### config.mk
export PLATFORM = sky130hd
export DESIGN_NAME = analog_ladder_keypad_decoder
export DESIGN_NICKNAME = d
export VERILOG_FILES = /design/src/sv/alkd_pkg.sv /design/src/sv/alkd_front.sv /design/src/sv/alkd_queue.sv /design/src/sv/alkd_back.sv /design/src/sv/analog_ladder_keypad_decoder.sv
export SDC_FILE = /design/constraint.sdc
export NUM_CORES = 1
export LEC_CHECK = 0
export BUFFER_PORTS_ARGS = -buffer_cell sky130_fd_sc_hd__buf_4
export CAP_MARGIN = 40
export CORE_MARGIN = 10
export CORE_UTILIZATION = 45
export CTS_BUF_LIST = sky130_fd_sc_hd__clkbuf_16
export DETAILED_ROUTE_END_ITERATION = 8
export SLEW_MARGIN = 30
export SYNTH_ARGS = -nofsm -noshare
export SYNTH_HDL_FRONTEND = slang
export SYNTH_SLANG_ARGS = --single-unit
### constraint.sdc
create_clock -name clk -period 12.81 [get_ports clk]
set_input_delay 1.281 -clock clk [delete_from_list [all_inputs] [get_ports clk]]
set_output_delay 1.281 -clock clk [all_outputs]
set_load 0.05 [all_outputs]
### src/sv/alkd_pkg.sv
`default_nettype none
// ----------------------------------------------------------------------------
// alkd_pkg
// Shared types, constants and the ladder window classifier for the keypad
// decoder.
// ----------------------------------------------------------------------------
package alkd_pkg;

  localparam int SAMPLE_W   = 10;
  localparam int TIME_W     = 32;
  localparam int BUTTON_W   = 4;
  localparam int CFG_W      = 16;
  localparam int CFG_IDX_W  = 2;
  localparam int S_TDATA_W  = 48;  // sample + now_ms, padded to bytes
  localparam int M_TDATA_W  = 8;   // pressed + button + long_press, padded

  localparam int QUEUE_DEPTH_DEF = 4;

  // Register indexes on the configuration port
  localparam logic [CFG_IDX_W-1:0] REG_LONG_CLICK = 2'd0;
  localparam logic [CFG_IDX_W-1:0] REG_DEBOUNCE   = 2'd1;
  localparam logic [CFG_IDX_W-1:0] REG_RELEASE    = 2'd2;

  localparam logic [CFG_W-1:0] LONG_CLICK_RST = 16'd700;
  localparam logic [CFG_W-1:0] DEBOUNCE_RST   = 16'd600;
  localparam logic [CFG_W-1:0] RELEASE_RST    = 16'd200;

  // Lowest reading that counts as a key being down
  localparam logic [SAMPLE_W-1:0] HIGH_LEVEL = 10'd472;

  // Classified beat handed from front to back
  typedef struct packed {
    logic                high;  // reading at or above the press level
    logic                hit;   // reading falls in a button window
    logic [BUTTON_W-1:0] id;    // button index, zero on a gap
    logic [TIME_W-1:0]   now;
  } item_t;

  typedef struct packed {
    logic [CFG_W-1:0] long_click_ms;
    logic [CFG_W-1:0] debounce_ms;
    logic [CFG_W-1:0] release_ms;
  } cfg_t;

  typedef struct packed {
    logic                hit;
    logic [BUTTON_W-1:0] id;
  } class_t;

  // Windows are tested in priority order, first match wins
  function automatic class_t classify(input logic [SAMPLE_W-1:0] s);
    class_t c;
    c.hit = 1'b1;
    c.id  = '0;
    if (s >= 10'd981)                      c.id = 4'd1;
    else if (s >= 10'd894 && s <= 10'd966) c.id = 4'd2;
    else if (s >= 10'd823 && s <= 10'd876) c.id = 4'd3;
    else if (s >= 10'd763 && s <= 10'd817) c.id = 4'd4;
    else if (s >= 10'd707 && s <= 10'd753) c.id = 4'd5;
    else if (s >= 10'd662 && s <= 10'd698) c.id = 4'd6;
    else if (s >= 10'd622 && s <= 10'd698) c.id = 4'd7;
    else if (s >= 10'd586 && s <= 10'd614) c.id = 4'd8;
    else if (s >= 10'd556 && s <= 10'd584) c.id = 4'd9;
    else if (s >= 10'd526 && s <= 10'd554) c.id = 4'd10;
    else if (s >= 10'd501 && s <= 10'd519) c.id = 4'd0;
    else if (s >= 10'd472 && s <= 10'd508) c.id = 4'd11;
    else                                   c.hit = 1'b0;
    return c;
  endfunction

endpackage
`default_nettype wire

### src/sv/alkd_front.sv
`default_nettype none
// ----------------------------------------------------------------------------
// alkd_front
// Input stage: takes sample beats, classifies the reading and pushes the
// classified beat into the queue.
// ----------------------------------------------------------------------------
module alkd_front (
  input  wire logic                            clk,
  input  wire logic                            rst,
  input  wire logic                            s_tvalid,
  output logic                                 s_tready,
  input  wire logic [alkd_pkg::S_TDATA_W-1:0]  s_tdata,
  output logic                                 push,
  output alkd_pkg::item_t                      push_item,
  input  wire logic                            q_full
);
  import alkd_pkg::*;

  logic   held;
  item_t  item;
  class_t cls;
  logic [SAMPLE_W-1:0] sample;

  assign sample    = s_tdata[SAMPLE_W-1:0];
  assign cls       = classify(sample);
  assign push      = held && !q_full;
  assign push_item = item;
  assign s_tready  = !held || !q_full;

  always_ff @(posedge clk) begin
    if (rst) begin
      held <= 1'b0;
    end else if (s_tready) begin
      held <= s_tvalid;
    end
  end

  always_ff @(posedge clk) begin
    if (s_tready && s_tvalid) begin
      item.high <= (sample >= HIGH_LEVEL);
      item.hit  <= (sample >= HIGH_LEVEL) && cls.hit;
      item.id   <= (sample >= HIGH_LEVEL) ? cls.id : '0;
      item.now  <= s_tdata[SAMPLE_W +: TIME_W];
    end
  end

endmodule
`default_nettype wire

### src/sv/alkd_queue.sv
`default_nettype none
// ----------------------------------------------------------------------------
// alkd_queue
// Short FIFO of classified beats between front and back.
// ----------------------------------------------------------------------------
module alkd_queue #(
  parameter int QUEUE_DEPTH = alkd_pkg::QUEUE_DEPTH_DEF
) (
  input  wire logic            clk,
  input  wire logic            rst,
  input  wire logic            push,
  input  alkd_pkg::item_t      push_item,
  output logic                 full,
  input  wire logic            pop,
  output logic                 not_empty,
  output alkd_pkg::item_t      head
);
  import alkd_pkg::*;

  localparam int PTR_W = (QUEUE_DEPTH > 1) ? $clog2(QUEUE_DEPTH) : 1;
  localparam int CNT_W = $clog2(QUEUE_DEPTH + 1);

  item_t            mem [QUEUE_DEPTH];
  logic [PTR_W-1:0] wr_ptr, rd_ptr;
  logic [CNT_W-1:0] count;

  assign full      = (count == CNT_W'(QUEUE_DEPTH));
  assign not_empty = (count != '0);
  assign head      = mem[rd_ptr];

  function automatic logic [PTR_W-1:0] bump(input logic [PTR_W-1:0] p);
    return (p == PTR_W'(QUEUE_DEPTH - 1)) ? '0 : p + 1'b1;
  endfunction

  always_ff @(posedge clk) begin
    if (rst) begin
      wr_ptr <= '0;
      rd_ptr <= '0;
      count  <= '0;
    end else begin
      if (push) wr_ptr <= bump(wr_ptr);
      if (pop)  rd_ptr <= bump(rd_ptr);
      if (push && !pop)      count <= count + 1'b1;
      else if (pop && !push) count <= count - 1'b1;
    end
  end

  always_ff @(posedge clk) begin
    if (push) mem[wr_ptr] <= push_item;
  end

endmodule
`default_nettype wire

### src/sv/alkd_back.sv
`default_nettype none
// ----------------------------------------------------------------------------
// alkd_back
// Debounce / long-press state and the output register.
// ----------------------------------------------------------------------------
module alkd_back (
  input  wire logic                            clk,
  input  wire logic                            rst,
  input  alkd_pkg::cfg_t                       cfg,
  input  wire logic                            q_not_empty,
  input  alkd_pkg::item_t                      head,
  output logic                                 pop,
  output logic                                 m_tvalid,
  input  wire logic                            m_tready,
  output logic [alkd_pkg::M_TDATA_W-1:0]       m_tdata
);
  import alkd_pkg::*;

  logic                last_button_valid, last_button_valid_next;
  logic [BUTTON_W-1:0] last_button_id, last_button_id_next;
  logic [TIME_W-1:0]   last_click_time, last_click_time_next;
  logic [TIME_W-1:0]   last_press_time, last_press_time_next;

  logic                pressed, long_press;
  logic [BUTTON_W-1:0] button;
  logic [TIME_W-1:0]   since_click, since_press;
  logic                same;

  assign pop = q_not_empty && (!m_tvalid || m_tready);

  always_comb begin
    last_button_valid_next = last_button_valid;
    last_button_id_next    = last_button_id;
    last_click_time_next   = last_click_time;
    last_press_time_next   = last_press_time;
    pressed     = 1'b0;
    long_press  = 1'b0;
    button      = '0;
    since_click = head.now - last_click_time;
    since_press = head.now - last_press_time;
    same        = (head.hit == last_button_valid) &&
                  (!head.hit || head.id == last_button_id);
    if (head.high) begin
      last_press_time_next = head.now;
      if (!same) begin
        if (since_click > TIME_W'(cfg.debounce_ms)) begin
          last_click_time_next   = head.now;
          last_button_valid_next = head.hit;
          last_button_id_next    = head.id;
          pressed = head.hit;
          button  = head.hit ? head.id : '0;
        end
      end else if (since_click > TIME_W'(cfg.long_click_ms)) begin
        last_click_time_next = head.now;
        // a held gap never reports
        pressed    = head.hit;
        long_press = head.hit;
        button     = head.hit ? head.id : '0;
      end
    end else if (since_press > TIME_W'(cfg.release_ms)) begin
      last_button_valid_next = 1'b0;
      last_button_id_next    = '0;
    end
  end

  always_ff @(posedge clk) begin
    if (rst) begin
      last_button_valid <= 1'b0;
      last_button_id    <= '0;
      last_click_time   <= '0;
      last_press_time   <= '0;
      m_tvalid          <= 1'b0;
    end else begin
      if (pop) begin
        last_button_valid <= last_button_valid_next;
        last_button_id    <= last_button_id_next;
        last_click_time   <= last_click_time_next;
        last_press_time   <= last_press_time_next;
        m_tvalid          <= 1'b1;
      end else if (m_tready) begin
        m_tvalid <= 1'b0;
      end
    end
  end

  always_ff @(posedge clk) begin
    if (pop) begin
      m_tdata <= {{(M_TDATA_W - BUTTON_W - 2){1'b0}}, long_press, button, pressed};
    end
  end

endmodule
`default_nettype wire

### src/sv/analog_ladder_keypad_decoder.sv
`default_nettype none
// ----------------------------------------------------------------------------
// analog_ladder_keypad_decoder
// Resistor-ladder keypad decoder with debounce, long press and release.
// ----------------------------------------------------------------------------
// Each input beat carries one 10-bit converter reading of the keypad ladder
// and the millisecond time it was taken; each beat gives exactly one output
// beat. A reading of 472 or more is matched against twelve fixed windows in
// priority order; a reading between windows counts as no button. A change of
// button is reported once more than debounce_ms have passed since the last
// accepted click, a button still held after more than long_click_ms is
// reported again with long_press set, and a low reading more than release_ms
// after the last high one clears the held button. All time differences wrap
// modulo 2^32. It takes one beat per clock while the queue has room; a beat
// passes the input register, queue and output register. The front stage
// classifies and the back stage holds the timing state; a QUEUE_DEPTH-entry
// queue between them lets either side stall without stopping the other.
// Configuration registers (cfg_index): 0 long_click_ms (reset 700),
// 1 debounce_ms (reset 600), 2 release_ms (reset 200); index 3 is ignored.
// Write them only while no beat is in flight.
// ----------------------------------------------------------------------------
module analog_ladder_keypad_decoder #(
  parameter int QUEUE_DEPTH = alkd_pkg::QUEUE_DEPTH_DEF
) (
  input  wire logic                            clk,
  input  wire logic                            rst,
  input  wire logic                            s_tvalid,
  output logic                                 s_tready,
  // [9:0] sample, [41:10] now_ms, [47:42] zero
  input  wire logic [alkd_pkg::S_TDATA_W-1:0]  s_tdata,
  output logic                                 m_tvalid,
  input  wire logic                            m_tready,
  // [0] pressed, [4:1] button, [5] long_press, [7:6] zero
  output logic [alkd_pkg::M_TDATA_W-1:0]       m_tdata,
  input  wire logic                            cfg_we,
  input  wire logic [alkd_pkg::CFG_IDX_W-1:0]  cfg_index,
  input  wire logic [alkd_pkg::CFG_W-1:0]      cfg_data
);
  import alkd_pkg::*;

  cfg_t  cfg;
  item_t push_item, head;
  logic  push, q_full, q_not_empty, pop;

  // Configuration registers
  always_ff @(posedge clk) begin
    if (rst) begin
      cfg.long_click_ms <= LONG_CLICK_RST;
      cfg.debounce_ms   <= DEBOUNCE_RST;
      cfg.release_ms    <= RELEASE_RST;
    end else if (cfg_we) begin
      unique case (cfg_index)
        REG_LONG_CLICK: cfg.long_click_ms <= cfg_data;
        REG_DEBOUNCE:   cfg.debounce_ms   <= cfg_data;
        REG_RELEASE:    cfg.release_ms    <= cfg_data;
        default:        ;
      endcase
    end
  end

  // Front: input register and window classifier
  alkd_front u_front (
    .clk       (clk),
    .rst       (rst),
    .s_tvalid  (s_tvalid),
    .s_tready  (s_tready),
    .s_tdata   (s_tdata),
    .push      (push),
    .push_item (push_item),
    .q_full    (q_full)
  );

  // Queue between the two halves
  alkd_queue #(
    .QUEUE_DEPTH (QUEUE_DEPTH)
  ) u_queue (
    .clk       (clk),
    .rst       (rst),
    .push      (push),
    .push_item (push_item),
    .full      (q_full),
    .pop       (pop),
    .not_empty (q_not_empty),
    .head      (head)
  );

  // Back: debounce / long-press state and output register
  alkd_back u_back (
    .clk         (clk),
    .rst         (rst),
    .cfg         (cfg),
    .q_not_empty (q_not_empty),
    .head        (head),
    .pop         (pop),
    .m_tvalid    (m_tvalid),
    .m_tready    (m_tready),
    .m_tdata     (m_tdata)
  );

endmodule
`default_nettype wire

== Word level (Yosys, flattened, before mapping) ==
Memories as Yosys holds them, arrays and structs flattened. A register that Yosys moved wholly into a read port is not among the register bits.
Index checks and enable logic that the tools add are counted.
W data, S select, Z words.
Cells by class
  eq/ne operators: 10
  mux-type cells: 52
  bitwise gates (word level): 1
  add/subtract/negate cells: 6
  magnitude comparators: 25
  reduce and logical (&&, ||, !) cells: 43
Operators by type and width (number)
  $ge A10 B10 Y1 const B: 10
  $gt A32 B16 Y1: 3
  $mux W32: 3
  $le A10 B10 Y1 const B: 9
  $sub A32 B32 Y32: 2
  $mux W4: 13
  $mux W1: 24
  $ge A10 B9 Y1 const B: 2
  $logic_and A1 B1 Y1: 18
  $mux W3: 6
  $mux W2: 6
  $le A10 B9 Y1 const B: 1
  $reduce_and A2 Y1: 5
  $reduce_and A4 Y1: 2
  $reduce_bool A2 Y1: 4
  $reduce_or A8 Y1: 1
  $eq A2 B2 Y1 const B: 3
  $logic_not A1 Y1: 6
  $add A2 B1 Y2 const B: 2
  $eq A4 B4 Y1: 1
  $ne A2 B2 Y1 const B: 2
  $reduce_or A4 Y1: 1
  $add A3 B1 Y3 const B: 1
  $eq A3 B3 Y1 const B: 1
  other kinds (9): 11
Storage, ports and cells
  flip-flop bits (word level): 170
  memory bits (writable): 152
  bits of input ports: 71
  memories: 1
  logic and storage cells: 159
Memory list
  u_queue.mem: words 4, width 38, rd ports 1, clocked after memory_dff 1, wr ports 1, RTL line alkd_queue.sv:23  | item_t mem [QUEUE_DEPTH];

== Depth between registers and ports, before layout ==
  word-level depth: 15
  gate-level depth with buffers: 25
  mapped depth without buffers: 22

== Cells and area by module ==
A second synthesis with hierarchy kept.
Second synthesis, totals
  cell total of the unflattened synthesis: 1730
  area total of the unflattened synthesis: 18416.4 um^2
Modules (own cells, without submodules)
  alkd_back: times used 1, seq. area each 1581.5 um^2, area an instance 8757.1 um^2, cells an instance 1169
  alkd_queue: times used 1, seq. area each 4744.6 um^2, area an instance 5939.4 um^2, cells an instance 242
  analog_ladder_keypad_decoder: times used 1, seq. area each 960.9 um^2, area an instance 1928.1 um^2, cells an instance 183
  alkd_front: times used 1, seq. area each 1161.1 um^2, area an instance 1791.7 um^2, cells an instance 136

== Worst setup path before layout ==
OpenSTA, ideal clock, no wires.
  kind: flip-flop to flip-flop
  start point: register with a tool-made name
  end point: register u_back.m_tdata[1] (netlist name), data pin
  data required time: 12.555 ns
  cell stages (with the launch flop): 23
  path buffers: 2
  clock period less this slack: 5.549 ns
  path slack: 7.261 ns
  arrival time: 5.295 ns
  cells stage by stage: dfxtp_1 > buf_2 > buf_1 > mux4_2 > ha_1 > and3_1 > a211oi_1 > and2_1 > o21ai_0 > a21o_1 > a21oi_1 > xnor2_1 > ha_1 > a21o_1 > a21oi_1 > nor2b_1 > o21ai_0 > a21oi_1 > o41ai_1 > mux2i_1 > and4b_4 > nor2_1 > and2_1
RTL lines
  end signal, assigned: RTL line alkd_back.sv:88  | m_tdata <= {{(M_TDATA_W - BUTTON_W - 2){1'b0}}, long_press, button, pressed};
  end, declared: RTL line alkd_back.sv:15  | output logic [alkd_pkg::M_TDATA_W-1:0] m_tdata

==> flow_metrics.env <==
export IMPL_antenna_cells=0
export IMPL_ys_flop_type="edfxtp_1"
export IMPL_synthAdderAreaFrac=0.0894
export IMPL_postSynth_asyncResetShare=0
export IMPL_synth_distinct_cells=81
export IMPL_setup_ws_ps=6400
export IMPL_path_delay_family="compound AO/OA/AOI/OAI gates"
export IMPL_ys_seq_elements=324
export IMPL_grt_overflow_total=0
export IMPL_clkPwrFrac=0.173
export IMPL_die_w_um=217
export IMPL_pwr_share_comb=0.587
export IMPL_hp_class="reg -> reg"
export IMPL_numCtsBuffers=36
export IMPL_post_cts_buffers=0
export IMPL_cts_sinks=324
export IMPL_drt_first_pass_iters=6
export IMPL_p_leak_nw=7.06
export IMPL_antenna_found_initial=0
export IMPL_path_class="reg -> reg"
export IMPL_drc=0
export IMPL_yosysSeqAreaShare=0.484
export IMPL_grt_pass1_vias=12500
export IMPL_worstPathArrival_ps=6710
export IMPL_grt_usage=0.173
export IMPL_maxCapViolCount=0
export IMPL_drt_iter0_drc=903
export IMPL_min_period_over_period=0.501
export IMPL_hold_violations=0
export IMPL_dieArea_sq_um=47100
export IMPL_synth_area_sq_um=17500
export IMPL_hp_start="u_back.last_press_time[22]$_SDFFE_PP0P_"
export IMPL_max_clock_freq_mhz=156
export IMPL_die_h_um=217
export IMPL_port_buffers=72
export IMPL_ir_drop_mv=0.130
export IMPL_ctsResizeCount=0
export IMPL_crit_top_cell="a21oi_1"
export IMPL_setup_viol=0
export IMPL_dpl_worst_slack_ps=6260
export IMPL_syn_instance_count=1744
export IMPL_dp_hpwl_um=29900
export IMPL_start_util=0.453
export IMPL_p_int_w=0.00306
export IMPL_tightest_slew_ps=842
export IMPL_cp_slowest_cell="o41ai_1"
export IMPL_synth_top_cells_by_area="edfxtp_1 (34%), dfxtp_1 (15%), ha_1 (8.6%)"
export IMPL_vias=12900
export IMPL_pwr_share_seq=0.240
export IMPL_cp_max_fo=33
export IMPL_synth_simple_gate_area_frac=0.141
export IMPL_cts_clk_slew_worst_paths_ps=60
export IMPL_timing_rr_end="u_back.m_tdata[3]$_SDFFCE_PN0P_"
export IMPL_switchingPower_w=0.00241
export IMPL_synth_xor_xnor_area_share=0.0221
export IMPL_fillers=3543
export IMPL_synth_compound_area_frac=0.160
export IMPL_end_kind="flop"
export IMPL_whs_path_depth=2
export IMPL_synth_top_area_frac=0.337
export IMPL_yosysWarnings=0
export IMPL_avgViaCountPerCell=5.54
export IMPL_path_cells="buf_4 -> buf_16 -> mux4_2 -> ha_1 -> and3_1 -> a211oi_1 -> and2_1 -> o21ai_0 -> a21o_1 -> a21oi_1 -> xnor2_1 -> ha_1 -> a21o_1 -> a21oi_1 -> nor2b_1 -> o21ai_0 -> a21oi_1 -> o41ai_1 -> mux2i_1 -> and4b_4 -> nor2_1 -> and2_1"
export IMPL_ant_nets=0
export IMPL_htreeDepth=2
export IMPL_switching_share=0.441
export IMPL_postSynthAreaPerCell_sq_um=10.0
export IMPL_grt_setup_unrepaired="false"
export IMPL_cts_tree="yes"
export IMPL_min_delay_worst_endpoint="u_back.last_press_time[22]$_SDFFE_PP0P_"
export IMPL_path_buf_inv=2
export IMPL_grt_max_degree=65
export IMPL_drt_total_wl_um=41300
export IMPL_nets=1978
export IMPL_tns_ps=0
export IMPL_mostFrequentLayoutCell="nand2_1"
export IMPL_post_drt_wl_per_cell_um=17.7
export IMPL_core_area_sq_um=38600
export IMPL_r2r_slack_ps=6400
export IMPL_cpPeakStageDelay_ps=760
export IMPL_clock_root_buffer="clkbuf_16"
export IMPL_fin_crit_ps=6410
export IMPL_synth_edf_count=196
export IMPL_ios=81
export IMPL_synth_area_mux_share=0.0537
export IMPL_num_rows=72
export IMPL_cp_required_ps=13110
export IMPL_synth_top_family_by_area="compound AO/OA/AOI/OAI gates"
export IMPL_drive_above_1_share=0.110
export IMPL_reg2regPathDepth=22
export IMPL_grt_pass1_wl_um=66500
export IMPL_place_gp_congestion=0.925
export IMPL_slew_viol_final=0
export IMPL_max_slew_margin_rel=0.432
export IMPL_clk_latency_ps=540
export IMPL_clockBufferDepth=3
export IMPL_final_cell_mix="nand2_1 (219), a21oi_1 (200), edfxtp_1 (196)"
export IMPL_worst_setup_path_start_kind="flop"
export IMPL_ctsHoldBuffers=0
export IMPL_status="finished, final reports clean"
export IMPL_synth_largest_area_cell="edfxtp_1"
export IMPL_area_delta_synth_final_pct=12.0
export IMPL_fin_total_pwr_w=0.00547
export IMPL_power_density_nw_per_um2=279
export IMPL_finClkSkew_ps=18.2
[layout make-up]
type | instances | area [sq um] | area share
multi-input cells | 1198 | 8200 | 0.419
clock buffers | 37 | 926 | 0.0473
repair buffers | 84 | 671 | 0.0343
inverters | 140 | 526 | 0.0268
clock inverters | 28 | 156 | 0.00799
well taps | 518 | 648 | 0.0331
flip-flops and latches | 324 | 8450 | 0.432
[cells by family after synthesis]
kind of cell / after synthesis
adder cells (fa/ha/maj): 123
AO/OA/AOI/OAI: 459
buffers and inverters: 223
flip-flops: 324
AND/OR/NAND/NOR: 524
other: 1
XOR/XNOR: 44
multiplexers: 46
[routing by layer]
metal / track usage / vias up / share of wire
met5: 0 / - / 0
li1: - / 6452 / -
met3: 0.0239 / 44 / 0.038
met2: 0.281 / 241 / 0.47
met4: 0.0576 / 0 / 0.021
met1: 0.236 / 6176 / 0.47
[state kept, by name, indices dropped and copies added (netlist names), named ones only]
register,count
u_queue.mem,152
cfg,48
u_front.push_item,38
u_back.last_click_time,32
u_back.last_press_time,32
u_back.m_tdata,6
u_back.last_button_id,4
u_queue.count,3
u_queue.rd_ptr,2
u_queue.wr_ptr,2
u_back.last_button_valid,1
u_back.m_tvalid,1
u_front.held,1
[tightest hold or removal path: stages (launching register included)]
cell and delay [ps]:
dfxtp_1 300, nand2_1 50, a21oi_1 50
[metrics by stage]
| step | hold WS (ps) | instance area [sq um] | utilization | cells |
|---|---|---|---|---|
| 2_1_floorplan | 436 | 17500 | - | 1745 |
| 3_3_place_gp | 442 | 18400 | 0.478 | 2260 |
| 3_5_place_dp | 447 | 18400 | 0.478 | 2261 |
| 4_1_cts | 455 | 19500 | 0.506 | 2326 |
| 5_1_grt | 469 | 19600 | 0.508 | 2329 |
| 6_report | 455 | 19600 | 0.508 | 2329 |
[synth_stat cells, types with 11 or more instances]
| master | count |
|---|---|
| a211o_1 | 11 |
| a211oi_1 | 14 |
| a21o_1 | 27 |
| a21oi_1 | 200 |
| a31oi_1 | 17 |
| and2_1 | 15 |
| clkbuf_1 | 68 |
| dfxtp_1 | 128 |
| edfxtp_1 | 196 |
| ha_1 | 120 |
| inv_1 | 140 |
| mux4_2 | 38 |
| nand2_1 | 220 |
| nand2b_1 | 11 |
| nand3_1 | 65 |
| nand4_1 | 33 |
| nor2_1 | 91 |
| nor2b_1 | 11 |
| nor3_1 | 21 |
| o21a_1 | 12 |
| o21ai_0 | 72 |
| o21ai_1 | 19 |
| xnor2_1 | 31 |
| xor2_1 | 13 |
[power groups by stage]
stage               logic, W  clock network, W  registers, W
finish               0.00321          0.000948       0.00131
floorplan            0.00238                 0       0.00136
global placement     0.00312                 0       0.00133
detailed placement   0.00318                 0       0.00134
CTS                  0.00320          0.000974       0.00132
global route         0.00361           0.00102       0.00133
[how the worst max path moves through the flow]
stage               from                               to  slack [ps]  cells past startpoint
floorplan           flop  u_back.m_tdata[1]$_SDFFCE_PN0P_        7260                     22
global placement    flop  u_back.m_tdata[3]$_SDFFCE_PN0P_        6290                     20
detailed placement  flop  u_back.m_tdata[3]$_SDFFCE_PN0P_        6260                     21
CTS                 flop  u_back.m_tdata[3]$_SDFFCE_PN0P_        6200                     21
global route        flop  u_back.m_tdata[3]$_SDFFCE_PN0P_        5960                     22
finish              flop  u_back.m_tdata[3]$_SDFFCE_PN0P_        6400                     22
No activity file was read; power rests on OpenSTA's default activity.
